### src/rtl/bdpt_pkg.sv
// Package for the button debouncer with press timer.
// Holds the widths, configuration indexes and result type shared by the RTL files.
// No dependencies.
package bdpt_pkg;

    localparam int DELAY_BITS     = 16;
    localparam int TIME_BITS      = 32;
    localparam int CFG_DATA_BITS  = 16;
    localparam int CFG_INDEX_BITS = 1;

    localparam logic [CFG_INDEX_BITS-1:0] CFG_DEBOUNCE_DELAY = 1'd0;
    localparam logic [CFG_INDEX_BITS-1:0] CFG_ACTIVE_LEVEL   = 1'd1;

    localparam logic [DELAY_BITS-1:0] DELAY_RESET = DELAY_BITS'(50);

    typedef struct packed {
        logic                 pressed_event;
        logic                 released_event;
        logic [TIME_BITS-1:0] press_duration;
        logic                 debounced_on;
    } result_t;

endpackage

### src/rtl/bdpt_fsm.sv
// Debounce state machine, delay counter and press-time counter.
// Advances once per item and returns that item's result combinationally.
// Depends on bdpt_pkg.
module bdpt_fsm (
    input  logic                             clk,
    input  logic                             rst_n,
    input  logic                             step,
    input  logic                             pin_level,
    input  logic [bdpt_pkg::DELAY_BITS-1:0]  debounce_delay,
    input  logic                             active_level,
    output bdpt_pkg::result_t                res
);
    import bdpt_pkg::*;

    localparam logic [1:0] ST_OFF  = 2'd0;
    localparam logic [1:0] ST_RISE = 2'd1;
    localparam logic [1:0] ST_ON   = 2'd2;
    localparam logic [1:0] ST_FALL = 2'd3;

    logic [1:0]            state_reg, state_next;
    logic [DELAY_BITS-1:0] delay_left_reg, delay_left_next;
    logic [TIME_BITS-1:0]  press_ticks_reg, press_ticks_next;

    logic                  level;
    logic [DELAY_BITS-1:0] load_value;
    logic [DELAY_BITS-1:0] delay_dec;
    logic                  expired;

    assign level      = (pin_level == active_level);
    // a zero delay behaves as one tick
    assign load_value = (debounce_delay == '0) ? DELAY_BITS'(1) : debounce_delay;
    assign delay_dec  = (delay_left_reg != '0) ? delay_left_reg - DELAY_BITS'(1)
                                               : '0;
    assign expired    = (delay_dec == '0);

    always_comb
    begin
        state_next         = state_reg;
        delay_left_next    = delay_left_reg;
        press_ticks_next   = press_ticks_reg + TIME_BITS'(1);
        res.pressed_event  = 1'b0;
        res.released_event = 1'b0;
        res.press_duration = '0;
        unique case (state_reg)
            ST_OFF:
            begin
                if (level)
                begin
                    state_next       = ST_RISE;
                    delay_left_next  = load_value;
                    press_ticks_next = '0;
                end
            end
            ST_ON:
            begin
                if (!level)
                begin
                    state_next      = ST_FALL;
                    delay_left_next = load_value;
                end
            end
            ST_RISE:
            begin
                delay_left_next = delay_dec;
                if (expired)
                begin
                    state_next        = level ? ST_ON : ST_OFF;
                    res.pressed_event = level;
                end
            end
            default:
            begin
                delay_left_next = delay_dec;
                if (expired)
                begin
                    state_next = level ? ST_ON : ST_OFF;
                    if (!level)
                    begin
                        res.released_event = 1'b1;
                        res.press_duration = press_ticks_next;
                    end
                end
            end
        endcase
        res.debounced_on = (state_next == ST_ON) || (state_next == ST_FALL);
    end

    always_ff @(posedge clk or negedge rst_n)
    begin
        if (!rst_n)
        begin
            state_reg       <= ST_OFF;
            delay_left_reg  <= '0;
            press_ticks_reg <= '0;
        end
        else if (step)
        begin
            state_reg       <= state_next;
            delay_left_reg  <= delay_left_next;
            press_ticks_reg <= press_ticks_next;
        end
    end

endmodule

### src/rtl/button_debouncer_with_press_timer.sv
// Top level of the button debouncer with press timer.
// Input register, configuration registers and result register around bdpt_fsm.
// Depends on bdpt_pkg and bdpt_fsm.
module button_debouncer_with_press_timer (
    input  logic                                 clk,
    input  logic                                 rst_n,
    input  logic                                 cfg_wr_en,
    input  logic [bdpt_pkg::CFG_INDEX_BITS-1:0]  cfg_index,
    input  logic [bdpt_pkg::CFG_DATA_BITS-1:0]   cfg_data,
    input  logic                                 in_valid,
    output logic                                 in_ready,
    input  logic                                 pin_level,
    output logic                                 out_valid,
    input  logic                                 out_ready,
    output logic                                 pressed_event,
    output logic                                 released_event,
    output logic [bdpt_pkg::TIME_BITS-1:0]       press_duration,
    output logic                                 debounced_on
);
    // One item is one tick carrying the raw pin level; each item gives exactly
    // one result. The block takes one item per cycle while results are taken:
    // an item is captured in the input register, runs through the state update
    // and lands in the result register, which shows its result. Both registers
    // stall together when the result is not taken. Configuration takes effect
    // for the next item; a bounce in progress keeps its loaded delay.
    import bdpt_pkg::*;

    logic                  in_valid_reg;
    logic                  pin_reg;
    logic                  out_valid_reg;
    result_t               res_reg;
    result_t               res_next;
    logic [DELAY_BITS-1:0] delay_cfg_reg;
    logic                  active_cfg_reg;
    logic                  advance;

    assign advance  = in_valid_reg && (!out_valid_reg || out_ready);
    assign in_ready = !in_valid_reg || advance;

    always_ff @(posedge clk or negedge rst_n)
    begin
        if (!rst_n)
        begin
            delay_cfg_reg  <= DELAY_RESET;
            active_cfg_reg <= 1'b0;
        end
        else if (cfg_wr_en)
        begin
            unique case (cfg_index)
                CFG_DEBOUNCE_DELAY: delay_cfg_reg  <= cfg_data[DELAY_BITS-1:0];
                CFG_ACTIVE_LEVEL:   active_cfg_reg <= cfg_data[0];
                default:            ;
            endcase
        end
    end

    always_ff @(posedge clk or negedge rst_n)
    begin
        if (!rst_n)
        begin
            in_valid_reg  <= 1'b0;
            out_valid_reg <= 1'b0;
        end
        else
        begin
            if (in_ready)
            begin
                in_valid_reg <= in_valid;
            end
            if (advance)
            begin
                out_valid_reg <= 1'b1;
            end
            else if (out_ready)
            begin
                out_valid_reg <= 1'b0;
            end
        end
    end

    always_ff @(posedge clk)
    begin
        if (in_valid && in_ready)
        begin
            pin_reg <= pin_level;
        end
        if (advance)
        begin
            res_reg <= res_next;
        end
    end

    bdpt_fsm u_fsm (
        .clk            (clk),
        .rst_n          (rst_n),
        .step           (advance),
        .pin_level      (pin_reg),
        .debounce_delay (delay_cfg_reg),
        .active_level   (active_cfg_reg),
        .res            (res_next)
    );

    assign out_valid      = out_valid_reg;
    assign pressed_event  = res_reg.pressed_event;
    assign released_event = res_reg.released_event;
    assign press_duration = res_reg.press_duration;
    assign debounced_on   = res_reg.debounced_on;

endmodule

### config.mk
export PLATFORM = sky130hd
export DESIGN_NAME = button_debouncer_with_press_timer
export DESIGN_NICKNAME = d
export VERILOG_FILES = /design/src/rtl/bdpt_pkg.sv /design/src/rtl/bdpt_fsm.sv /design/src/rtl/button_debouncer_with_press_timer.sv
export SDC_FILE = /design/constraint.sdc
export NUM_CORES = 1
export LEC_CHECK = 0
export ABC_AREA = 1
export BUFFER_PORTS_ARGS = -buffer_cell sky130_fd_sc_hd__buf_2
export CAP_MARGIN = 20
export CELL_PAD_IN_SITES_DETAIL_PLACEMENT = 1
export CELL_PAD_IN_SITES_GLOBAL_PLACEMENT = 1
export CORE_ASPECT_RATIO = 1.4
export CORE_MARGIN = 3
export CORE_UTILIZATION = 47
export CTS_BUF_LIST = sky130_fd_sc_hd__clkbuf_8
export DETAILED_ROUTE_END_ITERATION = 16
export PLACE_DENSITY = 0.89
export SLEW_MARGIN = 5
export SYNTH_ARGS = -nofsm -noshare
export SYNTH_HDL_FRONTEND = slang
export SYNTH_SLANG_ARGS = --single-unit
export TNS_END_PERCENT = 20
### constraint.sdc
create_clock -name clk -period 3.2 [get_ports clk]
set_input_delay 0.32 -clock clk [delete_from_list [all_inputs] [get_ports clk]]
set_output_delay 0.32 -clock clk [all_outputs]
set_load 0.005 [all_outputs]
==> results_dict.tcl, run 1 <==
set metrics [dict create \
    dr.pass1.iters 6 \
    cts_setup_buffers 0 \
    critPathSlowestCell "dfrtp_1" \
    status "finished clean" \
    rsz0062_at_grt "false" \
    hold_viol_final 0 \
    row_count 46 \
    synthTopCellsByArea "dfrtp_1 (30%), edfxtp_1 (20%), nand2_1 (7.7%), inv_1 (6.1%), xor2_1 (4.6%)" \
    p_leak_uw 0.002711 \
    drive_gt1_share_pct 22.06 \
    clkTransAtPathRegs_ps 100 \
    ys_types 39 \
    grt_antenna_before_repair 0 \
    cts.repair.resized 0 \
    htree_levels 3 \
    ir_worst_vdd_v 0.0003384 \
    ys_ff_latch 105 \
    die_w_um 97.39 \
    initial_core_util_pct 48.22 \
    grt_pass1_vias 5170 \
    netlist_instances 613 \
    r2r_start "u_fsm.delay_left_reg[0]" \
    wl_mm 15.36 \
    dp_slack_ps 573.6 \
    num_antenna_cells 0 \
    viasPerCell 5.608 \
    setup_viol 0 \
    worst_ep_required_time_ps 3440 \
    worstHoldPathCells 1 \
    worst-path-max-fanout 20 \
    num_vias 4621 \
    fmax_mhz 373.5 \
    crit_chain "inv_1 -> ha_1 -> nand2_2 -> nor2_2 -> nand2_2 -> nand3_1 -> nand2_1 -> nor3b_2 -> nand4_1 -> nor2_2 -> nand3_2 -> buf_4 -> nor2_1" \
    area_growth_pct 11.61 \
    num_io_pins 60 \
    ff2ff_path_depth 13 \
    period_needed_ps 2678 \
    drcViolationCount 0 \
    wl_per_cell_um 18.64 \
    max_stage_delay_ps 380 \
    syn_nets 642 \
    worst_slew_pin_slew_ps 918.9 \
    layout_setup_ws_ps 522.3 \
    gp_congestion 0.9137 \
    ys_warn_count 0 \
    cts_sinks 105 \
    synthDominantCellAreaShare_pct 30.05 \
    final_antenna_net_count 0 \
    gr-total-overflow 0 \
    worstSetupStartpoint "u_fsm.delay_left_reg[0]" \
    tns_ps 0 \
    hold_path_class "in -> reg" \
    arrival_ps 2920 \
    grt_use_total_pct 24.43 \
    avgSynthCellArea_um2 8.965 \
    nets 704 \
    reg2reg_setup_slack_ps 520 \
    p_per_area_mw_per_mm2 797.5 \
    cts.hold.buffers_added 0 \
    slew_headroom_pct 38.74 \
    hold_slack_ps 110.0 \
    cts_root_buffer "clkbuf_8" \
    ys_seq_area_share_pct 51.16 \
    cts_tree "built" \
    syn_area_mm2 0.005495 \
    critPathKind "reg -> reg" \
    die_height_um 133.9 \
    dp_hpwl_mm 11.36 \
    cts_buffers 9 \
    ctsLongestPathBuffers 2 \
    max_cap_viol_count 0 \
    coreArea_mm2 0.01140 \
    dieArea_mm2 0.01304 \
    fin_crit_sh_pct 83.68 \
    io_buffers 59 \
    critPathCaptureType "register" \
    grt_pass1_wl_mm 25.51 \
    yosys.area.top_type "dfrtp_1" \
    cp-start-kind "register" \
    worstHoldStart "pin_level" \
    drt_iter0_drc 189 \
    maxSlewViolCount 0 \
    clock_latency_ps 390 \
    fin_skew_ps 10.20 \
    grt_start_max_net_pins 70 \
]
[cells in the final DEF (no fill, tap or decap), types with 14 or more instances in the layout]
master    count
nand3_1      35
nand4_1      14
nand2_1     112
o21ai_0      33
dfrtp_1      66
xor2_1       29
mux2_2       14
nor2_2       37
edfxtp_1     36
o22ai_1      25
inv_1        90
buf_2        59
nor2_1       40
[synthesized netlist by cell type]
cell	count
a31oi_1	1
a21o_1	1
inv_2	1
a21oi_1	7
o211ai_2	1
nor3_2	3
nor2_1	40
and3_1	1
o21ai_1	1
o21ai_0	33
mux2_2	14
nor3b_2	1
a41oi_1	1
clkbuf_1	9
nor2_2	37
xor2_1	29
xnor2_1	1
a21boi_0	1
nand2_2	5
nand3_1	35
nor2_4	1
or2_2	1
dfstp_2	3
nor4_1	8
nand3_2	1
buf_1	3
inv_1	90
o22ai_1	25
o211ai_1	8
or2_1	1
nor3_1	10
nand4_1	14
dfrtp_1	66
and2_1	1
ha_1	6
buf_6	4
edfxtp_1	36
o31ai_1	1
nand2_1	112
[where the power goes]
part / internal (µW) / total [µW] / switching [µW]
Combinational: 629 / 1960 / 1330
Sequential: 1760 / 2090 / 330
Clock: 362 / 840 / 478
[per-stage QoR]
| stage | area, µm² | power (µW) | cells | util, % |
|---|---|---|---|---|
| floorplan | 5495 | 3384 | 613 | - |
| global placement | 5941 | 3884 | 808 | 52.13 |
| detailed placement | 5941 | 4038 | 808 | 52.13 |
| CTS | 6133 | 4898 | 824 | 53.82 |
| global route | 6133 | 5247 | 824 | 53.82 |
| finish | 6133 | 4891 | 824 | 53.82 |
[cells by family (layout without fill, tap and decap cells)]
family          after synthesis  count (layout)  synth area share [%]
xor+xnor                     30              30                 4.781
compound gates               80              80                 8.584
mux                          14              14                 2.869
buf+inv                     107             174                 7.855
simple gates                271             271                 23.38
fa+ha+maj                     6               6                 1.366
flops                       105             105                 51.16
[area by class of cell]
class                           count  area [µm²]
Multi-Input combinational cell    401        2252
Sequential cell                   105        2811
Tap cell                          144       180.2
Clock buffer                        9       123.9
Timing Repair Buffer               67       355.3
Clock inverter                      7       68.82
Fill cell                        1366        5263
Inverter                           91       341.6
[path summary, 6_finish.rpt]
path,to
setup / recovery,press_duration[0]
hold / removal,pin_reg
setup reg to reg,press_duration[0]
hold reg to reg,delay_cfg_reg[7]
max in group asynchronous,u_fsm.press_ticks_reg[31]
min in group asynchronous,u_fsm.delay_left_reg[5]
[worst max-delay path: cells and delay by family (launching register included)]
family	cells	cell delay, ps
fa+ha+maj	1	270
flops	1	380
simple gates	10	1460
buf+inv	2	420
[per-layer routing]
layer  wire length, µm  GRT usage, %
met2              8815         47.56
met3               397         2.862
met4               520         11.39
met5                 0             0
met1              5625         25.82
Power figures use the tool's default switching activity.
==> run 2, diff against run 1 <==
CORE_UTILIZATION = 42   (was 47)
PLACE_DENSITY = 0.84   (was 0.89)
clock period = 2.4 ns   (was 3.2 ns; I/O delays follow)
==> run 2 against run 1 <==
Against the previous run:
- clock power is 37% higher
- register-to-register slack got worse by 480 ps
- combinational power up 62%
- critical path type unchanged
- global-route usage decreased by 2.7 points
- sequential power increased by 33%
- largest cell class unchanged
==> results_dict.tcl, run 2 (synthesis gave the netlist of run 1 again) <==
set metrics [dict create \
    setup_viol 0 \
    worst_slew_pin_slew_ps 772.4 \
    layout_setup_ws_ps 45.85 \
    gr-total-overflow 0 \
    instances_no_fill 868 \
    final_antenna_net_count 0 \
    grt_antenna_before_repair 0 \
    arrival_ps 2590 \
    ctsLongestPathBuffers 2 \
    wl_per_cell_um 19.20 \
    clkTransAtPathRegs_ps 100 \
    coreArea_mm2 0.01255 \
    cts_tree "built" \
    nets 742 \
    status "finished clean" \
    ir_worst_vdd_v 0.0004860 \
    top_layer_used "met4" \
    dp_hpwl_mm 11.08 \
    viasPerCell 5.569 \
    die_w_um 102.7 \
    critPathKind "reg -> reg" \
    clock_latency_ps 380 \
    most-common-layout-cells "nand2_1 (105), inv_1 (89), dfrtp_1 (64)" \
    drt_iter0_drc 193 \
    cp-start-kind "register" \
    grt_start_max_net_pins 70 \
    max_stage_delay_ps 450 \
    num_vias 4834 \
    p_per_area_mw_per_mm2 1069 \
    period_needed_ps 2354 \
    grt_pass1_wl_mm 24.56 \
    gp_congestion 0.9149 \
    worst_ep_required_time_ps 2640 \
    hold_slack_ps 38.21 \
    drcViolationCount 0 \
    final_util_pct 52.92 \
    initial_core_util_pct 43.78 \
    hold_viol_final 0 \
    dieArea_mm2 0.01451 \
    numPlacedInstances 840 \
    cts_buffers 9 \
    num_antenna_cells 0 \
    hold_path_class "in -> reg" \
    p_leak_uw 0.002974 \
    fin_skew_ps 13.44 \
    drive_gt1_share_pct 29.67 \
    grt_pass1_vias 5024 \
    wl_met1_mm 6.242 \
    num_io_pins 60 \
    slew_headroom_pct 48.38 \
    fmax_mhz 424.8 \
    worst-path-max-fanout 8 \
    area_growth_pct 20.88 \
    critPathCaptureType "register" \
    row_count 48 \
    htree_levels 3 \
    critPathSlowestCell "dfrtp_1" \
    die_height_um 141.3 \
    crit_chain "nor2_4 -> nand2_2 -> nor2_4 -> nand2_4 -> clkbuf_4 -> nand3_1 -> nor3b_2 -> nand4_1 -> nor2_2 -> nand3_4 -> clkbuf_16 -> nor2_2" \
    fin_crit_sh_pct 98.09 \
    maxSlewViolCount 0 \
    dr.pass1.iters 4 \
    cts_root_buffer "clkbuf_8" \
    dp_slack_ps -12.80 \
    grt_use_total_pct 21.72 \
    cts_sinks 105 \
    layout_commonest_cell "nand2_1" \
    route.met3.wl_um 497 \
    max_cap_viol_count 0 \
    wl_mm 16.66 \
    io_buffers 59 \
    route.met2.wl_mm 9.022 \
]
run 2: changes by cell type in the layout (fill, tap and decap cells not counted), sizes merged:
cell / change
dlygate4sd3: +1
clkinvlp: -1
clkbuf: +4
buf: +33
clkinv: -1
inv: +2
run 2: final cells by class:
cell class                      instances  area (µm²)
Inverter                               91       341.6
Tap cell                              150       187.7
Fill cell                            1478        5909
Sequential cell                       105        2814
Multi-Input combinational cell        401        2375
Clock buffer                            9       123.9
Timing Repair Buffer                  105       724.4
Clock inverter                          7       76.32
run 2: final timing paths:
path	startpoint	endpoint	slack, ps	cells past startpoint
max in group asynchronous	rst_n	delay_cfg_reg[1]	1670	3
hold / removal	pin_level	pin_reg	40	1
setup / recovery	u_fsm.delay_left_reg[10]	press_duration[31]	50	12
hold reg to reg	out_valid	out_valid	550	2
setup reg to reg	u_fsm.delay_left_reg[10]	press_duration[31]	50	12
min in group asynchronous	rst_n	u_fsm.delay_left_reg[4]	410	3
run 2: power by group:
group | switching, µW | internal [µW] | total [µW]
registers | 420 | 2350 | 2770
logic | 2000 | 1180 | 3180
clock network | 658 | 495 | 1150
run 2: what timing repair did:
item                                    CTS  global route
resized for setup                         2            36
pin swaps                                 0             8
buffers inserted                          0             7
endpoints found under the hold margin    66             0
endpoints found under the setup margin    4            39
hold buffers                              1             0
gates cloned                              0             4
run 2: metrics by stage:
step / TNS (ps) / area, µm² / power (µW)
3_5_place_dp: -25.38 / 6168 / 5635
5_1_grt: -790.6 / 6643 / 7603
6_report: 0 / 6643 / 7101
4_1_cts: 0 / 6384 / 6827
3_3_place_gp: 0 / 6168 / 5497
2_1_floorplan: 0 / 5495 / 4512
run 2: critical path: cells and delay by family, from the launching register on:
kind / cells / cell delay, ps
buffers and inverters: 2 / 410
DFF: 1 / 450
and+or+nand+nor: 10 / 1350
run 2: routing by layer:
| metal | vias up | track usage, % |
|---|---|---|
| met1 | 2413 | 24.43 |
| met4 | 0 | 8.569 |
| met5 | - | 0 |
| met3 | 63 | 3.000 |
| li1 | 2223 | - |
| met2 | 135 | 40.27 |
==> run 3, diff against run 2 <==
==> constraint.sdc (replaced) <==
create_clock -name clk -period 2.4 [get_ports clk]
set_input_delay 0.48 -clock clk [delete_from_list [all_inputs] [get_ports clk]]
set_output_delay 0.48 -clock clk [all_outputs]
set_load 0.005 [all_outputs]
==> run 3 against run 2 <==
Against the previous run:
- sequential power is essentially flat
- largest power group unchanged
- fmax shrank 1.1%
- cell count shrank 0.35%
- worst hold slack gained 56 ps
- non-clock buffer count shrank 4
- via count shrank 0.50%
- die area is the same
- global-route usage grew 0.46 points
- count of clock-buffer cells in the layout is the same
- clock power grew 10%
- sequential share of layout area grew 0.12 points
==> results_dict.tcl, run 3 (synthesis gave the netlist of run 1 again) <==
set metrics [dict create \
    status "finished clean" \
    num_io_pins 60 \
    grt_pass1_vias 5188 \
    io_buffers 59 \
    die_w_um 102.7 \
    area_growth_pct 20.58 \
    p_leak_uw 0.002958 \
    most-common-layout-cells "nand2_1 (108), inv_1 (89), dfrtp_1 (63)" \
    maxSlewViolCount 0 \
    critPathKind "reg -> reg" \
    initial_core_util_pct 43.78 \
    dp_hpwl_mm 11.26 \
    grt_start_max_net_pins 70 \
    setup_viol 0 \
    clkTransAtPathRegs_ps 120 \
    nets 738 \
    wl_per_cell_um 19.48 \
    grt_use_total_pct 22.18 \
    worst-path-max-fanout 11 \
    max_cap_viol_count 0 \
    cts_buffers 9 \
    ir_worst_vdd_v 0.0004061 \
    p_per_area_mw_per_mm2 1096 \
    slew_headroom_pct 48.12 \
    drive_gt1_share_pct 29.27 \
    final_antenna_net_count 0 \
    hold_slack_ps 93.98 \
    worst_slew_pin_slew_ps 776.3 \
    coreArea_mm2 0.01255 \
    clock_latency_ps 380 \
    hold_path_class "in -> async" \
    grt_pass1_wl_mm 25.12 \
    die_height_um 141.3 \
    htree_levels 3 \
    fin_skew_ps 18.95 \
    fin_crit_sh_pct 99.21 \
    arrival_ps 2620 \
    num_vias 4810 \
    gp_congestion 0.9196 \
    cts_tree "built" \
    grt_antenna_before_repair 0 \
    dr.pass1.iters 4 \
    worst_ep_required_time_ps 2640 \
    critPathCaptureType "register" \
    period_needed_ps 2381 \
    row_count 48 \
    viasPerCell 5.561 \
    layout_commonest_cell "nand2_1" \
    hold_viol_final 0 \
    cts_root_buffer "clkbuf_8" \
    dieArea_mm2 0.01451 \
    cts_sinks 105 \
    fin_area_mm2 0.006626 \
    gr-total-overflow 0 \
    ctsLongestPathBuffers 2 \
    drcViolationCount 0 \
    dpl_cell_area_mm2 0.006161 \
    fmax_mhz 420.0 \
    wl_mm 16.85 \
    drt_iter0_drc 201 \
    cp-start-kind "register" \
]
[run 3: changes by cell type in the layout (fill, tap and decap cells not counted), moves of 2 or more]
| cell | delta |
|---|---|
| nand2_1 | +3 |
| nand3_1 | -2 |
| nand2_2 | -3 |
| nand3_2 | +2 |
[run 3: final timing paths]
kind | slack (ps) | depth (start not counted) | endpoint | from
setup / recovery | 20 | 13 | press_duration[3] | u_fsm.delay_left_reg[3]
hold / removal | 90 | 2 | u_fsm.delay_left_reg[7] | rst_n
setup reg to reg | 20 | 13 | press_duration[3] | u_fsm.delay_left_reg[3]
hold reg to reg | 550 | 1 | delay_cfg_reg[3] | delay_cfg_reg[3]
max in group asynchronous | 1950 | 2 | delay_cfg_reg[4] | rst_n
min in group clk | 280 | 1 | pin_reg | pin_level
[run 3: final cells by class]
| type | instances | area [µm²] |
|---|---|---|
| Antenna cell | 1 | 2.502 |
| Clock buffer | 9 | 123.9 |
| Clock inverter | 7 | 101.3 |
| Fill cell | 1478 | 5926 |
| Inverter | 91 | 341.6 |
| Multi-Input combinational cell | 401 | 2380 |
| Sequential cell | 105 | 2815 |
| Tap cell | 150 | 187.7 |
| Timing Repair Buffer | 101 | 674.4 |
[run 3: through the flow]
stage | std cells | setup WS (ps) | total power (µW) | util (%) | TNS, ps
global placement | 839 | 107.2 | 5459 | 49.08 | 0
CTS | 855 | 1.777 | 6953 | 50.90 | 0
detailed placement | 839 | 42.58 | 5626 | 49.08 | 0
global route | 864 | -98.12 | 7752 | 52.77 | -2347
floorplan | 613 | 4.371 | 4512 | - | 0
finish | 865 | 19.02 | 7262 | 52.79 | 0
[run 3: timing repair]
action,4_1_cts,5_1_grt
resized for setup,1,36
setup buffers,0,6
hold buffers,0,0
cloned,0,3
setup endpoints to repair,2,39
pin swaps,0,5
[run 3: routing by layer]
metal  vias to the layer above  GRT usage, %  wire length, µm
li1                       2218             -                -
met1                      2409         24.27             6238
met2                       128         41.18             9212
met3                        55         3.788              580
met4                         0         9.053              820
met5                         -             0                0
[run 3: power by group]
part | switching, µW | leakage (µW) | internal, µW | total (µW)
sequential | 420 | 0.00123 | 2350 | 2770
clock | 668 | 0.000118 | 602 | 1270
combinational | 2050 | 0.00162 | 1170 | 3220
total | 3140 | 0.00296 | 4120 | 7260
[run 3: worst max-delay path: stages (launching register included)]
cell and delay [ps]:
dfrtp_1 500, nor2_4 170, nand2_4 90, nor2_4 100, nand2_4 100, buf_4 170, nand2_2 100, nand4_1 120
inv_1 80, nand4_1 130, nor2_2 200, nand3_4 160, clkbuf_16 220, nor2_2 100
